==> src/ggnc_pkg.sv <==
`default_nettype none
package ggnc_pkg;
	localparam int GRAD_W    = 16;
	localparam int THR_W     = 24;
	localparam int SUM_W     = 37;
	localparam int NORM_W    = 19;
	localparam int PROD_W    = GRAD_W + THR_W;
	localparam int QUOT_W    = 16;
	localparam int MAX_GROUP_DEF = 64;
	localparam logic [THR_W-1:0] THR_RESET = 24'd4096;
endpackage
`default_nettype wire

==> src/ggnc_mem.sv <==
`default_nettype none
module ggnc_mem
	import ggnc_pkg::*;
#(
	parameter int DEPTH = MAX_GROUP_DEF,
	parameter int AW = 6
) (
	input  wire logic              clk,
	input  wire logic              we,
	input  wire logic [AW-1:0]     waddr,
	input  wire logic [GRAD_W-1:0] wdata,
	input  wire logic              re,
	input  wire logic [AW-1:0]     raddr,
	output logic      [GRAD_W-1:0] rdata_q
);
	logic [GRAD_W-1:0] mem_q [DEPTH];

	// one write port, one registered read port
	always_ff @(posedge clk) begin
		if (we) begin
			mem_q[waddr] <= wdata;
		end
		if (re) begin
			rdata_q <= mem_q[raddr];
		end
	end
endmodule
`default_nettype wire

==> src/ggnc_sqrt.sv <==
`default_nettype none
module ggnc_sqrt
	import ggnc_pkg::*;
(
	input  wire logic              clk,
	input  wire logic              arst_n,
	input  wire logic              start,
	input  wire logic [SUM_W-1:0]  value,
	output logic                   done_q,
	output logic      [NORM_W-1:0] root
);
	logic [SUM_W-1:0] v_q;
	logic [SUM_W-1:0] res_q;
	logic [SUM_W-1:0] bit_q;
	logic             busy_q;
	logic [SUM_W:0]   trial;

	assign trial = {1'b0, res_q} + {1'b0, bit_q};
	assign root  = res_q[NORM_W-1:0];

	// digit-by-digit root, two radicand bits per cycle
	always_ff @(posedge clk or negedge arst_n) begin
		if (!arst_n) begin
			busy_q <= 1'b0;
			done_q <= 1'b0;
		end else begin
			done_q <= 1'b0;
			if (start) begin
				busy_q <= 1'b1;
			end else if (busy_q) begin
				if (bit_q[1:0] != 2'b00) begin
					busy_q <= 1'b0;
					done_q <= 1'b1;
				end
			end
		end
	end

	always_ff @(posedge clk) begin
		if (start) begin
			v_q   <= value;
			res_q <= '0;
			bit_q <= {1'b1, {(SUM_W-1){1'b0}}};
		end else if (busy_q) begin
			if ({1'b0, v_q} >= trial) begin
				v_q   <= v_q - trial[SUM_W-1:0];
				res_q <= (res_q >> 1) + bit_q;
			end else begin
				res_q <= res_q >> 1;
			end
			bit_q <= bit_q >> 2;
		end
	end
endmodule
`default_nettype wire

==> src/ggnc_div.sv <==
`default_nettype none
module ggnc_div
	import ggnc_pkg::*;
(
	input  wire logic              clk,
	input  wire logic              arst_n,
	input  wire logic              start,
	input  wire logic [PROD_W-1:0] dividend,
	input  wire logic [NORM_W-1:0] divisor,
	output logic                   done_q,
	output logic      [QUOT_W-1:0] quot_q
);
	logic [NORM_W-1:0] rem_q;
	logic [QUOT_W-1:0] low_q;
	logic [4:0]        cnt_q;
	logic              busy_q;
	logic [NORM_W:0]   trial;

	// quotient fits 16 bits, so the high part is already below the divisor
	assign trial = {rem_q, low_q[QUOT_W-1]};

	always_ff @(posedge clk or negedge arst_n) begin
		if (!arst_n) begin
			busy_q <= 1'b0;
			done_q <= 1'b0;
			cnt_q  <= '0;
		end else begin
			done_q <= 1'b0;
			if (start) begin
				busy_q <= 1'b1;
				cnt_q  <= 5'(QUOT_W - 1);
			end else if (busy_q) begin
				cnt_q <= cnt_q - 5'd1;
				if (cnt_q == '0) begin
					busy_q <= 1'b0;
					done_q <= 1'b1;
				end
			end
		end
	end

	// restoring division, one quotient bit per cycle
	always_ff @(posedge clk) begin
		if (start) begin
			rem_q  <= dividend[NORM_W+QUOT_W-1:QUOT_W];
			low_q  <= dividend[QUOT_W-1:0];
			quot_q <= '0;
		end else if (busy_q) begin
			low_q <= low_q << 1;
			if (trial >= {1'b0, divisor}) begin
				rem_q  <= NORM_W'(trial - {1'b0, divisor});
				quot_q <= {quot_q[QUOT_W-2:0], 1'b1};
			end else begin
				rem_q  <= trial[NORM_W-1:0];
				quot_q <= {quot_q[QUOT_W-2:0], 1'b0};
			end
		end
	end
endmodule
`default_nettype wire

==> src/group_gradient_norm_clipper.sv <==
// Input: one value per cycle while a group is collected; the close passes through ST_FIN and ST_CMP.
// Clip check, then a square root for a clipped group only (19-step root unit).
// Output: values go one at a time through ST_RD, ST_DATA and ST_OUT, a clipped one also the 16-step divider.
// Rate is set by the single buffer read port, the shared iterative divider and output back-pressure.
// Reset (arst_n low, asynchronous) empties the group and sets the threshold to 1.0.
`default_nettype none
module group_gradient_norm_clipper
	import ggnc_pkg::*;
#(
	parameter int MAX_GROUP = MAX_GROUP_DEF
) (
	input  wire logic        clk,
	input  wire logic        arst_n,
	input  wire logic        s_axis_tvalid,
	output logic             s_axis_tready,
	input  wire logic [15:0] s_axis_tdata,   // grad_in
	input  wire logic        s_axis_tlast,
	output logic             m_axis_tvalid,
	input  wire logic        m_axis_tready,
	output logic      [15:0] m_axis_tdata,   // grad_out
	output logic             m_axis_tuser,   // clipped
	output logic             m_axis_tlast,
	input  wire logic        cfg_valid,
	output logic             cfg_ready,
	input  wire logic [23:0] cfg_data        // clip_threshold
);
	localparam int AW = (MAX_GROUP > 1) ? $clog2(MAX_GROUP) : 1;
	localparam int CW = $clog2(MAX_GROUP + 1);

	typedef enum logic [3:0] {
		ST_COLLECT, ST_FIN, ST_CMP, ST_SQRT, ST_RD, ST_DATA,
		ST_DSTART, ST_DWAIT, ST_OUT
	} state_t;

	state_t              state_q;
	logic [THR_W-1:0]    thr_q;
	logic [2*THR_W-1:0]  thr_sq_q;
	logic [SUM_W-1:0]    sum_q;
	logic [31:0]         sq_s1;
	logic                sqv_s1;
	logic [CW-1:0]       fill_q;
	logic [CW-1:0]       idx_q;
	logic                clip_q;
	logic [NORM_W-1:0]   norm_q;
	logic [PROD_W-1:0]   prod_q;
	logic                neg_q;
	logic [GRAD_W-1:0]   result_q;

	logic                accept;
	logic                closing;
	logic [GRAD_W-1:0]   mag_in;
	logic [GRAD_W-1:0]   rdata;
	logic [GRAD_W-1:0]   mag_rd;
	logic                sqrt_start;
	logic                sqrt_done;
	logic [NORM_W-1:0]   sqrt_root;
	logic                div_start;
	logic                div_done;
	logic [QUOT_W-1:0]   div_quot;
	logic                out_free;
	logic                is_last;

	assign s_axis_tready = (state_q == ST_COLLECT);
	assign cfg_ready     = 1'b1;
	assign accept        = s_axis_tvalid && s_axis_tready;
	assign closing       = s_axis_tlast || (fill_q == CW'(MAX_GROUP - 1));
	assign mag_in        = s_axis_tdata[15] ? (~s_axis_tdata + 16'd1) : s_axis_tdata;
	assign mag_rd        = rdata[15] ? (~rdata + 16'd1) : rdata;
	// full-width compare of the sum against the squared threshold
	assign sqrt_start    = (state_q == ST_CMP) &&
		({(2*THR_W-SUM_W)'(0), sum_q} > thr_sq_q);
	assign div_start     = (state_q == ST_DSTART);
	assign out_free      = !m_axis_tvalid || m_axis_tready;
	assign is_last       = (idx_q + CW'(1) == fill_q);

	ggnc_mem #(.DEPTH(MAX_GROUP), .AW(AW)) u_mem (
		.clk     (clk),
		.we      (accept),
		.waddr   (fill_q[AW-1:0]),
		.wdata   (s_axis_tdata),
		.re      (state_q == ST_RD),
		.raddr   (idx_q[AW-1:0]),
		.rdata_q (rdata)
	);

	ggnc_sqrt u_sqrt (
		.clk    (clk),
		.arst_n (arst_n),
		.start  (sqrt_start),
		.value  (sum_q),
		.done_q (sqrt_done),
		.root   (sqrt_root)
	);

	ggnc_div u_div (
		.clk      (clk),
		.arst_n   (arst_n),
		.start    (div_start),
		.dividend (prod_q),
		.divisor  (norm_q),
		.done_q   (div_done),
		.quot_q   (div_quot)
	);

	// threshold register and its square
	always_ff @(posedge clk or negedge arst_n) begin
		if (!arst_n) begin
			thr_q <= THR_RESET;
		end else if (cfg_valid) begin
			thr_q <= cfg_data;
		end
	end

	always_ff @(posedge clk) begin
		thr_sq_q <= thr_q * thr_q;
	end

	// payload datapath
	always_ff @(posedge clk) begin
		sq_s1 <= mag_in * mag_in;
		if (sqrt_done) begin
			norm_q <= (sqrt_root == '0) ? NORM_W'(1) : sqrt_root;
		end
		if (state_q == ST_DATA) begin
			prod_q   <= mag_rd * thr_q;
			neg_q    <= rdata[15];
			result_q <= rdata;
		end
		if (div_done) begin
			result_q <= neg_q ? (~div_quot + 16'd1) : div_quot;
		end
	end

	// control sequencer and output register
	always_ff @(posedge clk or negedge arst_n) begin
		if (!arst_n) begin
			state_q       <= ST_COLLECT;
			sum_q         <= '0;
			sqv_s1        <= 1'b0;
			fill_q        <= '0;
			idx_q         <= '0;
			clip_q        <= 1'b0;
			m_axis_tvalid <= 1'b0;
			m_axis_tdata  <= '0;
			m_axis_tuser  <= 1'b0;
			m_axis_tlast  <= 1'b0;
		end else begin
			sqv_s1 <= accept;
			if (sqv_s1) begin
				sum_q <= sum_q + SUM_W'(sq_s1);
			end
			// ST_OUT loads the next result itself
			if (m_axis_tready && (state_q != ST_OUT)) begin
				m_axis_tvalid <= 1'b0;
			end
			case (state_q)
				ST_COLLECT: begin
					if (accept) begin
						fill_q <= fill_q + CW'(1);
						if (closing) begin
							state_q <= ST_FIN;
						end
					end
				end
				ST_FIN: begin
					state_q <= ST_CMP;
				end
				ST_CMP: begin
					idx_q  <= '0;
					clip_q <= sqrt_start;
					state_q <= sqrt_start ? ST_SQRT : ST_RD;
				end
				ST_SQRT: begin
					if (sqrt_done) begin
						state_q <= ST_RD;
					end
				end
				ST_RD: begin
					state_q <= ST_DATA;
				end
				ST_DATA: begin
					state_q <= clip_q ? ST_DSTART : ST_OUT;
				end
				ST_DSTART: begin
					state_q <= ST_DWAIT;
				end
				ST_DWAIT: begin
					if (div_done) begin
						state_q <= ST_OUT;
					end
				end
				ST_OUT: begin
					if (out_free) begin
						m_axis_tvalid <= 1'b1;
						m_axis_tdata  <= result_q;
						m_axis_tuser  <= clip_q;
						m_axis_tlast  <= is_last;
						idx_q         <= idx_q + CW'(1);
						if (is_last) begin
							fill_q  <= '0;
							sum_q   <= '0;
							state_q <= ST_COLLECT;
						end else begin
							state_q <= ST_RD;
						end
					end
				end
				default: begin
					state_q <= ST_COLLECT;
				end
			endcase
		end
	end
endmodule
`default_nettype wire

==> config.mk <==
export PLATFORM = sky130hd
export DESIGN_NAME = group_gradient_norm_clipper
export DESIGN_NICKNAME = d
export VERILOG_FILES = /design/src/ggnc_pkg.sv /design/src/ggnc_mem.sv /design/src/ggnc_sqrt.sv /design/src/ggnc_div.sv /design/src/group_gradient_norm_clipper.sv
export SDC_FILE = /design/constraint.sdc
export NUM_CORES = 2
export LEC_CHECK = 0
export BUFFER_PORTS_ARGS = -buffer_cell sky130_fd_sc_hd__buf_4
export CAP_MARGIN = 20
export CORE_MARGIN = 2
export CORE_UTILIZATION = 65
export CTS_CLUSTER_SIZE = 28
export DETAILED_ROUTE_END_ITERATION = 12
export PLACE_DENSITY_LB_ADDON = 0.08
export SETUP_SLACK_MARGIN = 0.15
export SLEW_MARGIN = 40
export SYNTH_ARGS = -nofsm -noshare
export SYNTH_HDL_FRONTEND = slang
export SYNTH_SLANG_ARGS = --single-unit
==> constraint.sdc <==
create_clock -name clk -period 11.4 [get_ports clk]
set_input_delay 2.85 -clock clk [delete_from_list [all_inputs] [get_ports clk]]
set_output_delay 2.85 -clock clk [all_outputs]
set_load 0.05 [all_outputs]
After elaboration in Yosys (flattened, before gate mapping)
Memories as Yosys holds them, arrays and structs flattened. A register that Yosys moved wholly into a read port is not among the register bits.
Cells that the tools add are included.

operators by class
  add/subtract/negate cells = 11
  multiply operators = 3
  magnitude comparators = 3
  equal/unequal tests = 17
  mux-type cells = 53
  bitwise logic cells = 3
  reductions and logical operators = 20

operators with widths
  operator                                        count
  two-way mux 37 bit                              8
  two-way mux 16 bit                              7
  two-way mux 19 bit                              3
  adder 16 x 1 -> 16 bit (second input constant)  3
  > comparator 37 x 48 -> 1 bit                   1
  multiplier 24 x 24 -> 48 bit                    1
  NOT 16 bit                                      3
  adder 37 x 37 -> 38 bit                         1
  >= comparator 37 x 38 -> 1 bit                  1
  adder 36 x 37 -> 37 bit                         1
  adder 37 x 32 -> 37 bit                         1
  subtractor 37 bit                               1
  case mux 4 bit (9 select lines)                 1
  multiplier 16 x 24 -> 35 bit                    1
  multiplier 16 x 16 -> 32 bit                    1
  two-way mux 7 bit                               4
  case mux 7 bit (2 select lines)                 2
  two-way mux 4 bit                               6
  >= comparator 20 x 19 -> 1 bit                  1
  zero test 19 bit                                1
  subtractor 19 bit                               1
  two-way mux 1 bit                               18
  == test 4 x 3 -> 1 bit (second input constant)  4
  adder 7 x 1 -> 7 bit (second input constant)    2
  20 further kinds                                37

storage, ports and cells
  register bits after elaboration = 404
  bits in writable memories = 1024
  memories kept = 1

memory list
  name         words  bits a word  read ports  clocked after memory_dff  write ports  RTL line        source
  u_mem.mem_q  64     16           1           1                         1            ggnc_mem.sv:16  logic [GRAD_W-1:0] mem_q [DEPTH];

Longest topological paths before layout
  depth in word-level cells = 5
  gate-level depth with buffers = 33
  depth with buffers taken out = 31

By module
A second synthesis with hierarchy kept.

unflattened totals
  cell total of the unflattened synthesis = 8327
  area total of the unflattened synthesis = 99336.5 sq um

modules (own cells, without submodules)
  module                       instances  cells an instance  area an instance (sq um)  sequential area each (sq um)
  group_gradient_norm_clipper  1          5082               46893.7                   6347.3
  ggnc_mem                     1          1829               40202.3                   31230.0
  ggnc_sqrt                    1          1056               8540.7                    2282.2
  ggnc_div                     1          360                3699.8                    1546.5

Least setup slack after synthesis
No wires, ideal clock.

  path kind = input-to-reg
  start = in s_axis_tdata[0]
  end = reg sq_s1[29]
  arrival time = 10.313 ns
  path slack = 1.015 ns
  cell stages on the path = 31
  path buffers = 2
  path through = clkbuf_1 inv_1 clkbuf_1 ha_1 nand2_1 o41ai_1 xor2_1 clkinv_1 nand2_1 inv_1 fa_1 inv_1 fa_1 inv_1 fa_1 inv_1 fa_1 inv_1 fa_1 fa_1 ha_1 a21oi_1 o21ai_0 nor2_1 a31oi_1 o41ai_1 o31ai_1 a21o_1 a41oi_1 nor2b_1 xnor2_1

on the way
  longest elaborated chain between the ends = 4

RTL lines
  element                         RTL line                            source
  start: declaration              group_gradient_norm_clipper.sv:16   input wire logic [15:0] s_axis_tdata,
  NOT 16 bit                      group_gradient_norm_clipper.sv:67   assign mag_in = s_axis_tdata[15] ? (~s_axis_tdata + 16'd1) : s_axis_tdata;
  adder 16 x 1 -> 16 bit          group_gradient_norm_clipper.sv:67
  two-way mux 16 bit *            group_gradient_norm_clipper.sv:67
  multiplier 16 x 16 -> 32 bit *  group_gradient_norm_clipper.sv:120  sq_s1 <= mag_in * mag_in;
  end signal: assignment          group_gradient_norm_clipper.sv:120
  end: declaration                group_gradient_norm_clipper.sv:39   logic [31:0] sq_s1;

Every way passes the cells marked *; elsewhere a longest branch is shown, timed or not.
A chain may end at the register's enable or synchronous reset.

Worst setup path after layout
  start = in s_axis_tdata[1]
  end = reg sq_s1[31]

Same word-level chain as after synthesis.

==> impl_metrics.tcl <==
set metrics [dict create \
    root_buffer "clkbuf_16" \
    drcViolationCount 0 \
    fillers 10000 \
    core_region_area_um2 148000 \
    status "complete, no violations" \
    cp_max_fo 68 \
    grt_antenna_before_repair 14 \
    drv_slew 0 \
    fin_tns_setup_ns 0 \
    syn_to_final_growth_pct 8.91 \
    end_kind "flip-flop" \
    path_class "input pin to flip-flop" \
    grt_pass1_vias 64200 \
    async_flop_share 0.0756 \
    synth_cell_type_count 83 \
    die_area_um2 152000 \
    cp-start-kind "input pin" \
    final_cell_mix "inv_1, edfxtp_1, fa_1, nand2_1, ha_1" \
    synth_flop_cell "edfxtp_1" \
    fin_hold_ws_ns 0.482 \
    htreeDepth 4 \
    drt-initial-drc-count 6626 \
    path_clk_slew_ns 0.06 \
    rsz0062_at_grt "false" \
    ys_seq_area_frac 0.426 \
    start_util 0.654 \
    grt_max_degree 94 \
    via_per_inst 6.26 \
    dr_total_vias 62400 \
    synth_area_leaders "edfxtp_1, fa_1, mux4_2" \
    grt_usage 0.346 \
    ys_ff_latch 1442 \
    tightestPinTransition_ns 0.873 \
    period_minus_slack_ns 9.69 \
    grt_overflow 0 \
    io_pins 67 \
    netlist_area_um2 96800 \
    slew-limit-headroom 0.415 \
    die_h_um 390 \
    slowest_stage "fa_1" \
    synth_top_area_share 0.367 \
    crit_arrival_ns 10.33 \
    setup_viol 0 \
    synth_top_family_by_area "adder cells" \
    hpwl_mm 173 \
    place.port_buffers 65 \
    cts.sink_count 1442 \
    maxCapViolCount 0 \
    netlist_instances 7828 \
    hold_viol_final 0 \
    max_freq_mhz 103 \
    final_common_cell "inv_1" \
    fin_skew_ns 0.0805 \
    hold_path_class "flip-flop to flip-flop" \
    hold_buffers 0 \
    synth-xor-area-share 0.0282 \
    yosys_warnings 0 \
    yosys.area_share.simple 0.0859 \
    wirelength_mm 256 \
    synth_top_cell_by_area "edfxtp_1" \
    synth-adder-area-share 0.252 \
    cts_tree "yes" \
    routabilityCongestion 0.903 \
    post_cts_buffers 0 \
    fin_crit_sh 0.850 \
    synth_compound_area_frac 0.0547 \
    clock_latency_ns 0.84 \
    grt_pass1_wl_mm 391 \
    syn_avg_cell_area_um2 12.4 \
    clk_path_buf_depth 3 \
    dr.pass1.iters 5 \
    fin_nets 9359 \
    dieWidth_um 390 \
    drive_gt1_frac 0.115 \
    worst_ep_required_time_ns 12.04 \
    cp_slowest_stage_delay_ns 0.53 \
    synth.mux.area_fraction 0.0918 \
    rows 141 \
    synth_edf_count 1183 \
    numCtsBuffers 150 \
    ant_nets 0 \
    cts-resized-gates 0 \
    avgRoutedWirePerCell_um 25.7 \
]
area by class of cell:
type,count,area [µm²],share of cell area
clock inverters,92,1150,0.0109
multi-input cells,4817,49900,0.473
well taps,1930,2410,0.0229
inverters,1239,4650,0.0441
repair buffers,251,2030,0.0192
flip-flops and latches,1442,41300,0.392
clock buffers,186,3980,0.0378
diodes,4,10.0,0.0000950
synth_stat cells, types with 27 or more instances:
cell type and number:
a211oi_1 61, a21o_1 117, a21oi_1 221, a31oi_1 47, and2_1 251, and3_1 39, buf_1 40, clkbuf_1 292
dfrtp_1 108, dfxtp_1 150, edfxtp_1 1183, fa_1 888, ha_1 524, inv_1 1227, mux2_2 46, mux2i_1 80
mux4_2 336, nand2_1 713, nand2b_1 35, nand3_1 74, nand4_1 33, nor2_1 432, nor2b_1 38, nor3_1 54
o21a_1 30, o21ai_0 172, o21bai_1 27, or3_1 34, xnor2_1 196, xor2_1 112
registers in the layout, summed over array words and instances, names as in the netlist, 4 cells and up:
register       flops
norm_q            19
u_div.quot_q      16
prod_q            35
sq_s1             31
sum_q             37
idx_q              7
u_div.cnt_q        5
fill_q             7
state_q            4
u_div.rem_q       19
u_mem.mem_q     1024
u_div.low_q       16
result_q          16
thr_sq_q          47
m_axis_tdata      16
thr_q             24
u_sqrt.bit_q      19
u_sqrt.res_q      37
u_mem.rdata_q     16
u_sqrt.v_q        37
path summary, 6_finish.rpt:
| path | start | to | slack [ns] | depth (start not counted) |
|---|---|---|---|---|
| worst max-delay path | s_axis_tdata[1] | sq_s1[31] | 1.71 | 31 |
| worst min-delay path | result_q[6] | m_axis_tdata[6] | 0.48 | 1 |
| worst max register to register | u_mem.rdata_q[4] | prod_q[34] | 2.16 | 26 |
| worst min register to register | result_q[6] | m_axis_tdata[6] | 0.48 | 1 |
| max in group asynchronous | arst_n | idx_q[3] | 8.18 | 2 |
| min in group asynchronous | arst_n | thr_q[9] | 2.06 | 1 |
metal layers:
layer | track usage | vias to the layer above | wire length [µm]
li1 | - | 26700 | -
met5 | 0 | - | 46
met3 | 0.0660 | 587 | 25800
met1 | 0.479 | 31800 | 98400
met2 | 0.551 | 3316 | 121000
met4 | 0.134 | 6 | 11000
critical path: cells and delay by family:
family / cells / cell delay [ns]
adder cells (fa/ha/maj): 8 / 3.58
buffers and inverters: 10 / 1.21
AND/OR/NAND/NOR: 4 / 0.69
AO/OA/AOI/OAI: 7 / 1.57
XOR/XNOR: 2 / 0.36
through the flow:
stage / std cells / instance area (µm²) / setup slack (ns) / util
after floorplan: 7839 / 96800 / 1.02 / -
after global placement: 9672 / 100000 / 1.06 / 0.677
after detailed placement: 9679 / 100000 / 0.963 / 0.678
after CTS: 9957 / 105000 / 1.69 / 0.712
after global routing: 9957 / 105000 / 1.28 / 0.713
final: 9961 / 105000 / 1.71 / 0.713
kinds of logic after synthesis:
logic type | Yosys count
compound gates | 828
xor+xnor | 310
fa+ha+maj | 1412
buf+inv | 1580
flops | 1442
mux | 462
other cells | 2
simple gates | 1792
Power is left out: the tool's default activity adds up to more than one toggle a clock period on the data nets, which glitch-free logic cannot reach.
